<file path="src/sv/hts_pkg.sv">
`timescale 1ns / 1ps
package hts_pkg;
    localparam int unsigned MAX_COLS_DEF    = 256;
    localparam int unsigned MAX_ROWS_DEF    = 256;
    localparam int unsigned HEIGHT_BITS_DEF = 16;
    localparam int unsigned FRAC_BITS_DEF   = 16;

    localparam int unsigned CFG_IDX_W  = 3;
    localparam int unsigned CFG_DATA_W = 24;
    localparam int unsigned COUNT_W    = 9;
    localparam int unsigned EXTENT_W   = 23;
    localparam int unsigned SCALE_W    = 24;
    localparam int unsigned WORLD_W    = 24;
    localparam int unsigned FIELD_W    = 16;
    localparam int unsigned CELL_W     = 8;

    localparam logic [CFG_IDX_W-1:0] REG_GRID_COLS     = 3'd0;
    localparam logic [CFG_IDX_W-1:0] REG_GRID_ROWS     = 3'd1;
    localparam logic [CFG_IDX_W-1:0] REG_HALF_EXTENT_X = 3'd2;
    localparam logic [CFG_IDX_W-1:0] REG_HALF_EXTENT_Z = 3'd3;
    localparam logic [CFG_IDX_W-1:0] REG_CELL_SCALE_X  = 3'd4;
    localparam logic [CFG_IDX_W-1:0] REG_CELL_SCALE_Z  = 3'd5;

    localparam logic OP_LOAD  = 1'b0;
    localparam logic OP_QUERY = 1'b1;

    // Per-axis mapping settings handed to the axis units.
    typedef struct packed {
        logic [EXTENT_W-1:0] half;
        logic [SCALE_W-1:0]  scale;
    } axis_cfg_t;
endpackage

</file>
<file path="src/sv/hts_blend.sv">
`timescale 1ns / 1ps
// Triangle select and barycentric blend: weights, products, sum and rounding.
module hts_blend #(
    parameter int unsigned HEIGHT_BITS = 16,
    parameter int unsigned FRAC_BITS   = 16
) (
    input  logic                   aclk,
    input  logic                   adv,
    input  logic [FRAC_BITS:0]     fx,
    input  logic [FRAC_BITS:0]     fz,
    input  logic [HEIGHT_BITS-1:0] h00,
    input  logic [HEIGHT_BITS-1:0] h10,
    input  logic [HEIGHT_BITS-1:0] h01,
    input  logic [HEIGHT_BITS-1:0] h11,
    output logic [HEIGHT_BITS-1:0] height,
    output logic                   upper
);
    import hts_pkg::*;

    localparam int unsigned W_W = FRAC_BITS + 1;
    localparam int unsigned P_W = HEIGHT_BITS + W_W;
    localparam int unsigned S_W = P_W + 2;
    localparam logic [FRAC_BITS+1:0] ONE = {2'b01, {FRAC_BITS{1'b0}}};

    logic [FRAC_BITS+1:0] fsum;
    logic                 up_c;
    logic [W_W-1:0]       wa_reg, wb_reg, wc_reg;
    logic [HEIGHT_BITS-1:0] ha_reg, hb_reg, hc_reg;
    logic                 up1_reg, up2_reg, up3_reg;
    logic [P_W-1:0]       pa_reg, pb_reg, pc_reg;
    logic [S_W-1:0]       sum;
    logic [HEIGHT_BITS-1:0] height_reg;

    // Stage A: triangle choice and weights.
    assign fsum = {1'b0, fx} + {1'b0, fz};
    assign up_c = (fsum <= ONE);
    always_ff @(posedge aclk) begin
        if (adv) begin
            up1_reg <= up_c;
            if (up_c) begin
                wa_reg <= W_W'(ONE - fsum);
                wb_reg <= fx;
                wc_reg <= fz;
                ha_reg <= h00;
                hb_reg <= h10;
                hc_reg <= h01;
            end else begin
                wa_reg <= W_W'(ONE - {1'b0, fz});
                wb_reg <= W_W'(ONE - {1'b0, fx});
                wc_reg <= W_W'(fsum - ONE);
                ha_reg <= h10;
                hb_reg <= h01;
                hc_reg <= h11;
            end
        end
    end

    // Stage B: three products.
    always_ff @(posedge aclk) begin
        if (adv) begin
            pa_reg  <= P_W'(ha_reg) * P_W'(wa_reg);
            pb_reg  <= P_W'(hb_reg) * P_W'(wb_reg);
            pc_reg  <= P_W'(hc_reg) * P_W'(wc_reg);
            up2_reg <= up1_reg;
        end
    end

    // Stage C: sum, round half up.
    assign sum = S_W'(pa_reg) + S_W'(pb_reg) + S_W'(pc_reg) + S_W'(ONE >> 1);
    always_ff @(posedge aclk) begin
        if (adv) begin
            height_reg <= sum[FRAC_BITS +: HEIGHT_BITS];
            up3_reg    <= up2_reg;
        end
    end

    assign height = height_reg;
    assign upper  = up3_reg;
endmodule

</file>
<file path="config.mk">
export PLATFORM = sky130hd
export DESIGN_NAME = hts_blend
export DESIGN_NICKNAME = d
export VERILOG_FILES = /design/src/sv/hts_pkg.sv /design/src/sv/hts_blend.sv
export SDC_FILE = /design/constraint.sdc
export NUM_CORES = 2
export LEC_CHECK = 0
export ABC_AREA = 1
export BUFFER_PORTS_ARGS = -buffer_cell sky130_fd_sc_hd__buf_4
export CAP_MARGIN = 30
export CORE_MARGIN = 1.5
export CORE_UTILIZATION = 30
export DETAILED_ROUTE_END_ITERATION = 8
export SYNTH_ARGS = -nofsm -noshare
export SYNTH_HDL_FRONTEND = slang
export SYNTH_SLANG_ARGS = --single-unit
</file>
<file path="constraint.sdc">
create_clock -name aclk -period 6.75 [get_ports aclk]
set_input_delay 1.35 -clock aclk [delete_from_list [all_inputs] [get_ports aclk]]
set_output_delay 1.35 -clock aclk [all_outputs]
set_load 0.005 [all_outputs]
</file>
After elaboration in Yosys (flattened, before gate mapping). Cells that the tools add are included.

Logic and storage cells: 31. Bits of input ports: 100. Output and inout bits: 17. Register bits after elaboration: 214.

$add $sub $neg: 8. Multiplexer cells: 6. Order comparisons: 1. Multipliers: 3.

Operators with widths (number): $mul A16 B17 Y32 (3); $add A32 B32 Y32 (2); $mux W17 (3); $sub A17 B17 Y17 const A (3); $mux W16 (3); $add A32 B16 Y32 const B (1); $add A17 B17 Y18 (1); $le A18 B17 Y1 const B (1); $sub A17 B17 Y17 const B (1).

Depth between registers and ports, before layout.
Depth after elaboration: 3. Mapped depth: 30. Gate-level depth less buffers: 28.

Worst setup path after synthesis. No wires, ideal clock.

Path type: reg-to-reg. From: register ha_reg[1]. To: register pa_reg[27] (data pin). Path buffers: 2. Setup slack: 843 ps. Arrival time: 5645 ps. Stages on the path, launching flop included: 23. Data required time: 6488 ps. Clock period less this slack: 5907 ps. Setup time: 262 ps. Cells stage by stage: edfxtp_1 > clkbuf_1 > clkbuf_1 > nand2_1 > fa_1 > fa_1 > fa_1 > inv_1 > fa_1 > fa_1 > inv_1 > fa_1 > inv_1 > ha_1 > a21oi_1 > a21boi_0 > o21ai_0 > a21oi_1 > o21ai_0 > nand2_1 > nand2_1 > a21oi_1 > xor2_1.

Longest elaborated chain between the ends: 1.

RTL lines: from (decl) (RTL line hts_blend.sv:28) `logic [HEIGHT_BITS-1:0] ha_reg, hb_reg, hc_reg;`; from (signal assigned) (RTL line hts_blend.sv:44) `ha_reg <= h00;`; from (signal assigned) (RTL line hts_blend.sv:51) `ha_reg <= h10;`; $mul A16 B17 Y32 (RTL line hts_blend.sv:61) `pa_reg <= P_W'(ha_reg) * P_W'(wa_reg);`; to (signal assigned) (RTL line hts_blend.sv:61); to (decl) (RTL line hts_blend.sv:30) `logic [P_W-1:0] pa_reg, pb_reg, pc_reg;`.

Every way passes these cells. A chain may end at the register's enable or synchronous reset.

Worst setup path in the final report.
From: register wc_reg[5]. To: register pc_reg[27] (data pin).

Longest elaborated chain between the ends: 1.

RTL lines: from (decl) (RTL line hts_blend.sv:27) `logic [W_W-1:0] wa_reg, wb_reg, wc_reg;`; from (signal assigned) (RTL line hts_blend.sv:43) `wc_reg <= fz;`; from (signal assigned) (RTL line hts_blend.sv:50) `wc_reg <= W_W'(fsum - ONE);`; $mul A16 B17 Y32 (RTL line hts_blend.sv:63) `pc_reg <= P_W'(hc_reg) * P_W'(wc_reg);`; to (signal assigned) (RTL line hts_blend.sv:63); to (decl) (RTL line hts_blend.sv:30).

Every way passes these cells.

==> out/results.ini <==
[status]
status = finished, final reports clean

[synthesis]
syn_area_um2 = 39360
synth-edff-count = 214
ys_seq_area_share_pct = 16.33
synth_seq_cells = 214
syn_avg_cell_area_um2 = 8.168
ys_types = 45
syn_inst = 4818
yosysWarnings = 0
syn_nets = 5950
synth_ff_type = edfxtp_1
async_flop_share_pct = 0

[clock_network]
cts.sinks = 214
ctsHoldBuffers = 0
cts_max_level = 1
cts_buffers = 27
clk_pin_slew_worst_paths_ns = 0.07
cts_tree = built
root_buffer = clkbuf_16
clock_latency_ns = 0.62
clk_path_buf_depth = 3

[timing]
finalClockSkew_ns = 0.03167
rsz0062_at_grt = false
fmax_mhz = 153.9
worst_pin_slew_ns = 1.025
setup_viol = 0
tns_ns = 0
period_share_pct = 96.25
maxSlewHeadroom_pct = 30.93
finalHoldViolations = 0
layout_min_cycle_time_ns = 6.497
slew_viol_final = 0

[placement]
dp_hpwl_um = 95790
gp_congestion = 0.9350
port-buffer-count = 116

[global_routing]
antenna_found_initial = 2
grt_first_pass_wirelength_um = 178100
gr-usage-all-layers_pct = 17.31
grt-ovfl-total = 0
grt_max_degree = 92
grt_pass1_vias = 31100

[critical_path]
worst_setup_path_end_kind = register
worstSetupPathType = register to register
cp.arrival_ns = 6.87
cp.required_ns = 7.12
critPathMaxFanout = 16
cp-start-kind = register

[cells_and_area]
drive_above_1_share_pct = 6.327
n_antenna_cell = 0
final_cell_mix = inv_1, nand2_1, fa_1
layout_commonest_cell = inv_1
area_growth_pct = 9.932
layout.nets = 5979

[floorplan]
start_util_pct = 30.32
dieHeight_um = 365.2
core-area_um2 = 129800
boundaryPins = 117
fp.dieW_um = 365.2
dieArea_um2 = 133400
rows = 132

[drt]
route.detailed.wl_per_inst_um = 17.23
drt-pass1-iter-count = 5
drt-initial-drc-count = 2169
drt_drc_violations_left = 0
via_per_inst = 4.521
antenna_left = 0
vias = 29880
finalWirelength_um = 113900

[job]
drv_cap = 0

[min_path]
hp-class = register to register

==> logic make-up after synthesis <==
kind of cell	after synthesis	synth area share [%]
compound gates	327	4.607
xor+xnor	142	3.160
fa+ha+maj	1032	45.25
buf+inv	1542	14.83
flops	214	16.33
simple gates	1561	15.83
==> per-layer routing <==
| layer | wire [µm] | track usage, % |
|---|---|---|
| met1 | 51540 | 23.98 |
| met2 | 49920 | 27.30 |
| met3 | 7360 | 2.239 |
| met4 | 5051 | 6.948 |
| met5 | 25 | 0 |
==> critical path, cell delays in order, from the launching register on <==
cell and delay [ns]:
edfxtp_1 0.93, nand2_1 0.18, fa_1 0.53, inv_1 0.06, fa_1 0.53, inv_1 0.06, fa_1 0.53, inv_1 0.05
fa_1 0.45, fa_1 0.49, inv_1 0.05, fa_1 0.47, inv_1 0.04, ha_1 0.33, a21oi_1 0.25, o21ai_0 0.12
a21oi_1 0.33, o21ai_0 0.21, nand2_1 0.09, nand2_1 0.08, nand2_1 0.07, nand2_1 0.10, nand3_1 0.09, nand2_1 0.06
xor2_1 0.14
==> worst paths after layout <==
kind / from / to / slack, ns / cells past startpoint
worst max-delay path: wc_reg[5]$_DFFE_PP_ / pc_reg[27]$_DFFE_PP_ / 0.25 / 24
worst min-delay path: up1_reg$_DFFE_PP_ / up2_reg$_DFFE_PP_ / 0.42 / 0
worst max register to register: wc_reg[5]$_DFFE_PP_ / pc_reg[27]$_DFFE_PP_ / 0.25 / 24
worst min register to register: up1_reg$_DFFE_PP_ / up2_reg$_DFFE_PP_ / 0.42 / 0
==> layout make-up <==
| type | instances | area (µm²) |
|---|---|---|
| Multi-Input combinational cell | 3062 | 27100 |
| Clock buffer | 28 | 679.4 |
| Tap cell | 1742 | 2180 |
| Clock inverter | 22 | 247.7 |
| Timing Repair Buffer | 220 | 1672 |
| Sequential cell | 214 | 6426 |
| Fill cell | 13640 | 86550 |
| Inverter | 1322 | 4962 |
==> timing repair <==
item                                    4_1_cts  5_1_grt
gates resized for setup                       0        1
buffers inserted                              0       31
endpoints found under the hold margin         0        0
endpoints found under the setup margin        0        4
==> per-stage QoR <==
stage                     area [µm²]  worst slack, ns  utilization [%]  hold WS, ns  instances
after global placement         42080           0.4151            32.42       0.4062       6528
after floorplan                39360           0.8429                -       0.4003       4818
after global routing           43260          0.01354            33.33       0.4322       6610
after CTS                      43020           0.2888            33.14       0.4257       6579
after detailed placement       42090           0.2965            32.42       0.4107       6529
final                          43260           0.2533            33.33       0.4226       6610
==> cells in the mapped netlist (all sizes together), types with 4 or more instances <==
library cell     n  area share (%)
inv           1322              13
nand2         1298              12
fa             652              33
ha             380              12
edfxtp         214              16
clkbuf         206             2.0
a21oi          148             1.9
nor2           127             1.4
o21ai          112             1.4
xor2           102             2.3
nand3           81             1.1
xnor2           40            0.89
nor3            24            0.32
a31oi           19            0.34
nand4           17            0.31
buf             14            0.26
o211ai          11            0.21
nand3b           7            0.13
o21a             7            0.13
a21o             6            0.11
nor4             5           0.079
o21bai           5           0.095
a21boi           4           0.076
a221oi           4           0.089
o31ai            4           0.076
Power is left out: the tool's default activity adds up to more than one toggle a clock period on the data nets, which glitch-free logic cannot reach.
