--- config.mk ---
export PLATFORM = sky130hd
export DESIGN_NAME = hts_axis_map
export DESIGN_NICKNAME = d
export VERILOG_FILES = /design/src/sv/hts_pkg.sv /design/src/sv/hts_axis_map.sv
export SDC_FILE = /design/constraint.sdc
export NUM_CORES = 2
export LEC_CHECK = 0
export ABC_AREA = 1
export BUFFER_PORTS_ARGS = -buffer_cell sky130_fd_sc_hd__buf_2
export CAP_MARGIN = 20
export CORE_ASPECT_RATIO = 2
export CORE_MARGIN = 3
export CORE_UTILIZATION = 40
export DETAILED_ROUTE_END_ITERATION = 8
export PLACE_DENSITY = 0.64
export RECOVER_POWER = 50
export SLEW_MARGIN = 30
export SYNTH_ARGS = -nofsm -noshare
export SYNTH_HDL_FRONTEND = slang
export SYNTH_SLANG_ARGS = --single-unit
--- constraint.sdc ---
create_clock -name aclk -period 5.8 [get_ports aclk]
set_clock_uncertainty 0.2 [all_clocks]
set_input_delay 0.87 -clock aclk [delete_from_list [all_inputs] [get_ports aclk]]
set_output_delay 0.87 -clock aclk [all_outputs]
set_load 0.01 [all_outputs]
--- src/sv/hts_pkg.sv ---
`timescale 1ns / 1ps
package hts_pkg;
    localparam int unsigned MAX_COLS_DEF    = 256;
    localparam int unsigned MAX_ROWS_DEF    = 256;
    localparam int unsigned HEIGHT_BITS_DEF = 16;
    localparam int unsigned FRAC_BITS_DEF   = 16;

    localparam int unsigned CFG_IDX_W  = 3;
    localparam int unsigned CFG_DATA_W = 24;
    localparam int unsigned COUNT_W    = 9;
    localparam int unsigned EXTENT_W   = 23;
    localparam int unsigned SCALE_W    = 24;
    localparam int unsigned WORLD_W    = 24;
    localparam int unsigned FIELD_W    = 16;
    localparam int unsigned CELL_W     = 8;

    localparam logic [CFG_IDX_W-1:0] REG_GRID_COLS     = 3'd0;
    localparam logic [CFG_IDX_W-1:0] REG_GRID_ROWS     = 3'd1;
    localparam logic [CFG_IDX_W-1:0] REG_HALF_EXTENT_X = 3'd2;
    localparam logic [CFG_IDX_W-1:0] REG_HALF_EXTENT_Z = 3'd3;
    localparam logic [CFG_IDX_W-1:0] REG_CELL_SCALE_X  = 3'd4;
    localparam logic [CFG_IDX_W-1:0] REG_CELL_SCALE_Z  = 3'd5;

    localparam logic OP_LOAD  = 1'b0;
    localparam logic OP_QUERY = 1'b1;

    // Per-axis mapping settings handed to the axis units.
    typedef struct packed {
        logic [EXTENT_W-1:0] half;
        logic [SCALE_W-1:0]  scale;
    } axis_cfg_t;
endpackage

--- src/sv/hts_axis_map.sv ---
`timescale 1ns / 1ps
// One axis: clamp, offset, scale, split into cell and fraction, far edge saturation.
// Three register stages: offset, product, cell/fraction.
module hts_axis_map #(
    parameter int unsigned IDX_W     = 8,
    parameter int unsigned FRAC_BITS = 16
) (
    input  logic                          aclk,
    input  logic                          adv,
    input  logic [hts_pkg::WORLD_W-1:0]   world,
    input  hts_pkg::axis_cfg_t            cfg,
    input  logic [IDX_W:0]                count,
    output logic [IDX_W-1:0]              cell_idx,
    output logic [FRAC_BITS:0]            frac
);
    import hts_pkg::*;

    localparam int unsigned T_W = EXTENT_W + 1;
    localparam int unsigned G_W = T_W + SCALE_W;

    logic signed [WORLD_W:0] w_s;
    logic signed [WORLD_W:0] h_s;
    logic signed [WORLD_W:0] wc;
    logic [T_W-1:0]          t_reg;
    logic [SCALE_W-1:0]      scale_reg;
    logic [G_W-1:0]          g_reg;
    logic [G_W-25:0]         c_full;
    logic [IDX_W-1:0]        cell_reg;
    logic [FRAC_BITS:0]      frac_reg;

    // Stage 1: clamp to [-half, half] and offset by half.
    assign w_s = {world[WORLD_W-1], world};
    assign h_s = {2'b00, cfg.half};
    always_comb begin
        wc = w_s;
        if (w_s < -h_s) begin
            wc = -h_s;
        end else if (w_s > h_s) begin
            wc = h_s;
        end
    end

    always_ff @(posedge aclk) begin
        if (adv) begin
            t_reg     <= T_W'(wc + h_s);
            scale_reg <= cfg.scale;
        end
    end

    // Stage 2: scale into grid units with 24 fraction bits.
    always_ff @(posedge aclk) begin
        if (adv) begin
            g_reg <= G_W'(t_reg) * G_W'(scale_reg);
        end
    end

    // Stage 3: cell index with saturation at the last cell.
    assign c_full = g_reg[G_W-1:24];
    always_ff @(posedge aclk) begin
        if (adv) begin
            if (c_full >= (G_W-24)'(count - 1'b1)) begin
                cell_reg <= IDX_W'(count - 2'd2);
                frac_reg <= {1'b1, {FRAC_BITS{1'b0}}};
            end else begin
                cell_reg <= IDX_W'(c_full);
                frac_reg <= {1'b0, g_reg[23 -: FRAC_BITS]};
            end
        end
    end

    assign cell_idx = cell_reg;
    assign frac     = frac_reg;
endmodule

; ---- Word-level counts from Yosys, hierarchy flattened
; Cells that the tools add are included.
[classes]
n_addsub = 4
n_mul = 1
n_lt_le_gt_ge = 3
mux = 4
[op_table]
columns = cell, count
row1 = $mul A24 B24 Y48, 1
row2 = $mux W24, 2
row3 = $lt A24 B25 Y1, 1
row4 = $neg A23 Y25, 1
row5 = $add A24 B24 Y24, 1
row6 = $ge A24 B24 Y1, 1
row7 = $gt A24 B24 Y1, 1
row8 = $mux W17, 1
row9 = $sub A9 B1 Y10 const B, 1
row10 = $mux W8, 1
row11 = $sub A8 B2 Y8 const B, 1
[totals]
register_bits = 121
input_bits = 82
wordCells = 18

; ---- Longest topological paths before layout
[depth]
depth_word = 4
depth_mapped = 35

; ---- Worst setup path after synthesis
; No wires, ideal clock.
[synth_timing]
path_type = flip-flop to flip-flop
startpoint = register t_reg[13]
endpoint = register g_reg[33] (data pin)
setup_ps = 252
arrival_time_ps = 5669
t_required_ps = 5348
setup_slack_ps = -321
path_stages_with_launch = 25
path_buffers = 1
cell_sequence = edfxtp_1 > clkbuf_1 > nand2_1 > fa_1 > inv_1 > fa_1 > inv_1 > fa_1 > fa_1 > fa_1 > inv_1 > fa_1 > inv_1 > fa_1 > inv_1 > ha_1 > nand2_1 > nor2_1 > inv_1 > nor4_1 > nand2_1 > nand3_1 > nand2_1 > nand3_1 > nand2_1
[synth_between]
elab_chain_len = 1
[synth_rtl]
columns = element, line
row1 = from (decl), hts_axis_map.sv:24  ; logic [T_W-1:0] t_reg;
row2 = from (signal assigned), hts_axis_map.sv:45  ; t_reg <= T_W'(wc + h_s);
row3 = $mul A24 B24 Y48, hts_axis_map.sv:53  ; g_reg <= G_W'(t_reg) * G_W'(scale_reg);
row4 = to (signal assigned), hts_axis_map.sv:53
row5 = to (decl), hts_axis_map.sv:26  ; logic [G_W-1:0] g_reg;
; Every way passes these cells.
; A chain may end at the register's enable or synchronous reset.

; ---- Worst setup path in the final report
[layout_timing]
startpoint = register scale_reg[9]
endpoint = register g_reg[40] (data pin)
[layout_between]
elab_chain_len = 1
[layout_rtl]
columns = element, line
row1 = from (decl), hts_axis_map.sv:25  ; logic [SCALE_W-1:0] scale_reg;
row2 = from (signal assigned), hts_axis_map.sv:46  ; scale_reg <= cfg.scale;
row3 = $mul A24 B24 Y48, hts_axis_map.sv:53
; Every way passes these cells.

==> parameters.txt <==
Parameter                              Value

Run status
  Run status    finished, violations left
  Violations in the final reports    capacitance limit, slew limit, setup timing

Final layout
  Net count of the finished layout    4984
  Finished Layout Cells    5063
  Ratio of cells with drive above 1 in the final layout    0.265
  Commonest non-fill, non-tap cells in the layout    sky130_fd_sc_hd__inv_1 (920), sky130_fd_sc_hd__nand2_1 (858), sky130_fd_sc_hd__fa_1 (442)
  Final design area excluding fillers    36800 um2
  Leading cell type in the layout, fill and taps excluded    sky130_fd_sc_hd__inv_1
  Number of flip-flops under the largest register name    40
  Area Growth Syn to Fin    31.8%
  Fill count    6297

Detailed routing
  Count of antenna-violating nets left after detailed routing    0
  Total detailed-routing wirelength    97.8 mm
  First drt pass iteration count    7
  Total via count in the routed design    25500
  Via count normalized by instance count    5.03
  Initial DRC count    1285
  DR DRC count    0
  Drt wl/cell    19.3 um

Worst setup path
  Worst path required time    5830 ps
  Launch point of the critical path    scale_reg[9]
  Worst r2r dst    g_reg[40]
  Classification of the worst setup path    flip-flop to flip-flop
  Worst path arrival time    6530 ps
  Logic depth of the worst register-to-register path    23
  Capturing instance or port of the critical path    g_reg[40]
  Largest driver fanout on the critical path    5
  Crit Reg-Reg Startpoint    scale_reg[9]
  Critical Path Start Type    flip-flop
  Flop-to-flop setup slack    -700 ps
  Kind of end point of the critical path    flip-flop

Synthesis
  Synth top area cells    sky130_fd_sc_hd__fa_1 (35%), sky130_fd_sc_hd__inv_1 (14%), sky130_fd_sc_hd__nand2_1 (13%)
  Cell area after synthesis    27900 um2
  Number of synthesized register bits    113
  FFs w/ async S/R, synth    0
  Count of flip-flops with a built-in enable after synthesis    113
  Syn Inst Count    3602
  Fraction of the yosys area taken by sequential cells    0.122
  Main flop type after synthesis    sky130_fd_sc_hd__edfxtp_1
  Post-synth top area share    0.346
  Post-synthesis average cell area    7.75 um2
  Count of different cell masters after synthesis    43
  Syn nets    4434
  Top cell type by total area after synthesis    sky130_fd_sc_hd__fa_1
  Yosys warning total    0

Clock tree
  Clk pin slew, worst setup/hold paths    80 ps
  Clk sinks    113
  CTS Buffer Depth    2
  Clock root buffer    sky130_fd_sc_hd__clkbuf_16
  CTS tree    yes
  Clk Latency, worst-skew pair    480 ps
  CTS Buf Count    17
  Maximum level of the CTS H-tree    4

Global route
  Initial antenna violation count    4
  Number of global-route vias before repair    28300
  Tot GR Track Use    0.272
  Global route overflow    0
  Wire length of the first global-routing pass    149 mm
  Maximum number of pins on one net before global-route repair    114

STA
  Worst setup margin    -701 ps
  Minimum clock period    6500 ps
  Count of final hold-check violations    0
  Max Fclk    154 MHz
  Unrepaired setup endpoints after global routing    yes
  Max-slew headroom    -1.21
  Share of the clock period used by the worst path after layout    1.12
  Final max-slew violation count    114
  Transition at the pin with the smallest max-transition slack    3320 ps
  Number of setup violations in the final report    36

Floorplanning
  Chip Width    193 um
  Die Footprint    73200 um2
  Effective utilization at floorplan    0.405
  Y dimension of the die    380 um
  Boundary Pins    107
  Number of core rows    136
  Placeable core region    68900 um2

Min path
  Kind of path behind the tightest hold check    flip-flop to flip-flop
  Startpoint of the lowest-slack hold path    g_reg[13]

Placed design
  Routability-driven placement congestion ratio    1.01
  Instance area after placement    33200 um2
  Final HPWL DP    80.8 mm
  Number of placed instances, taps included    4934
  Number of port buffers    106

Flow run
  Number of maximum-capacitance violations    1
worst min-delay path by stage:
stage,endpoint,slack [ps],cells after the start
after floorplan,frac[0],320,2
after global placement,frac[9],340,2
after detailed placement,frac[5],330,2
after CTS,frac[5],350,2
after global routing,scale_reg[19],360,1
final,frac[5],340,2
metal layers:
metal / wire length (um) / global-route usage
met1: 27000 / 0.218
met2: 53900 / 0.523
met5: 29 / 0
met3: 3600 / 0.0343
met4: 13200 / 0.278
metrics by stage:
step	hold WS (ps)	worst slack (ps)	setup TNS (ps)	utilization
floorplan	319	-97.6	-824	-
global placement	337	-986	-28290	0.481
detailed placement	331	-988	-29660	0.481
CTS	347	-611	-17220	0.516
global route	362	-862	-24270	0.534
finish	344	-701	-19080	0.534
what timing repair did:
action | CTS | global route
setup buffers | 61 | 42
gates cloned | 1 | 1
pin swaps | 135 | 157
endpoints found under the setup margin | 40 | 51
gates resized for setup | 354 | 259
endpoints found under the hold margin | 0 | 0
hold buffers | 0 | 0
final cells by class:
cell class,count,area [um2],share of cell area
Clock buffer,17,425,0.0116
Clock inverter,14,135,0.00367
Multi-Input combinational cell,2371,22500,0.611
Sequential cell,113,3390,0.0922
Tap cell,897,1120,0.0305
Inverter,1010,3800,0.103
Antenna cell,2,5.00,0.000136
Timing Repair Buffer,639,5450,0.148
synthesized netlist by cell type (all sizes together) (29+ instances only):
cell and number:
edfxtp 113, nor2 173, o21ai 63, nand4 29
a21oi 115, nand3 125, clkbuf 98, nand2 948
ha 268, xor2 53, inv 1010, fa 482
cells by family (layout without fill, tap and decap cells):
family	after synthesis	count (layout)	share of synthesized area
AND/OR/NAND/NOR	1323	1323	0.193
adder cells (fa/ha/maj)	750	750	0.466
other	0	2	0
flip-flops	113	113	0.122
AO/OA/AOI/OAI	225	225	0.0448
XOR/XNOR	73	73	0.0229
buffers and inverters	1118	1680	0.152
critical path: stages, from the launching register on:
cell and delay [ps]:
sky130_fd_sc_hd__edfxtp_1 420, sky130_fd_sc_hd__buf_12 160, sky130_fd_sc_hd__buf_8 130, sky130_fd_sc_hd__buf_4 140
sky130_fd_sc_hd__nand2_2 90, sky130_fd_sc_hd__fa_2 470, sky130_fd_sc_hd__fa_1 550, sky130_fd_sc_hd__inv_1 50
sky130_fd_sc_hd__fa_1 490, sky130_fd_sc_hd__fa_2 650, sky130_fd_sc_hd__fa_1 440, sky130_fd_sc_hd__fa_1 510
sky130_fd_sc_hd__inv_1 50, sky130_fd_sc_hd__fa_1 530, sky130_fd_sc_hd__inv_2 60, sky130_fd_sc_hd__ha_4 310
sky130_fd_sc_hd__a21oi_2 80, sky130_fd_sc_hd__o21ai_1 260, sky130_fd_sc_hd__nand2_1 150, sky130_fd_sc_hd__nand2_4 120
sky130_fd_sc_hd__a31oi_4 80, sky130_fd_sc_hd__buf_4 140, sky130_fd_sc_hd__nand4_1 80, sky130_fd_sc_hd__nand2_1 70
Power is not shown: default switching activity piles up to over one toggle a cycle in this logic, so the estimate is an artifact.
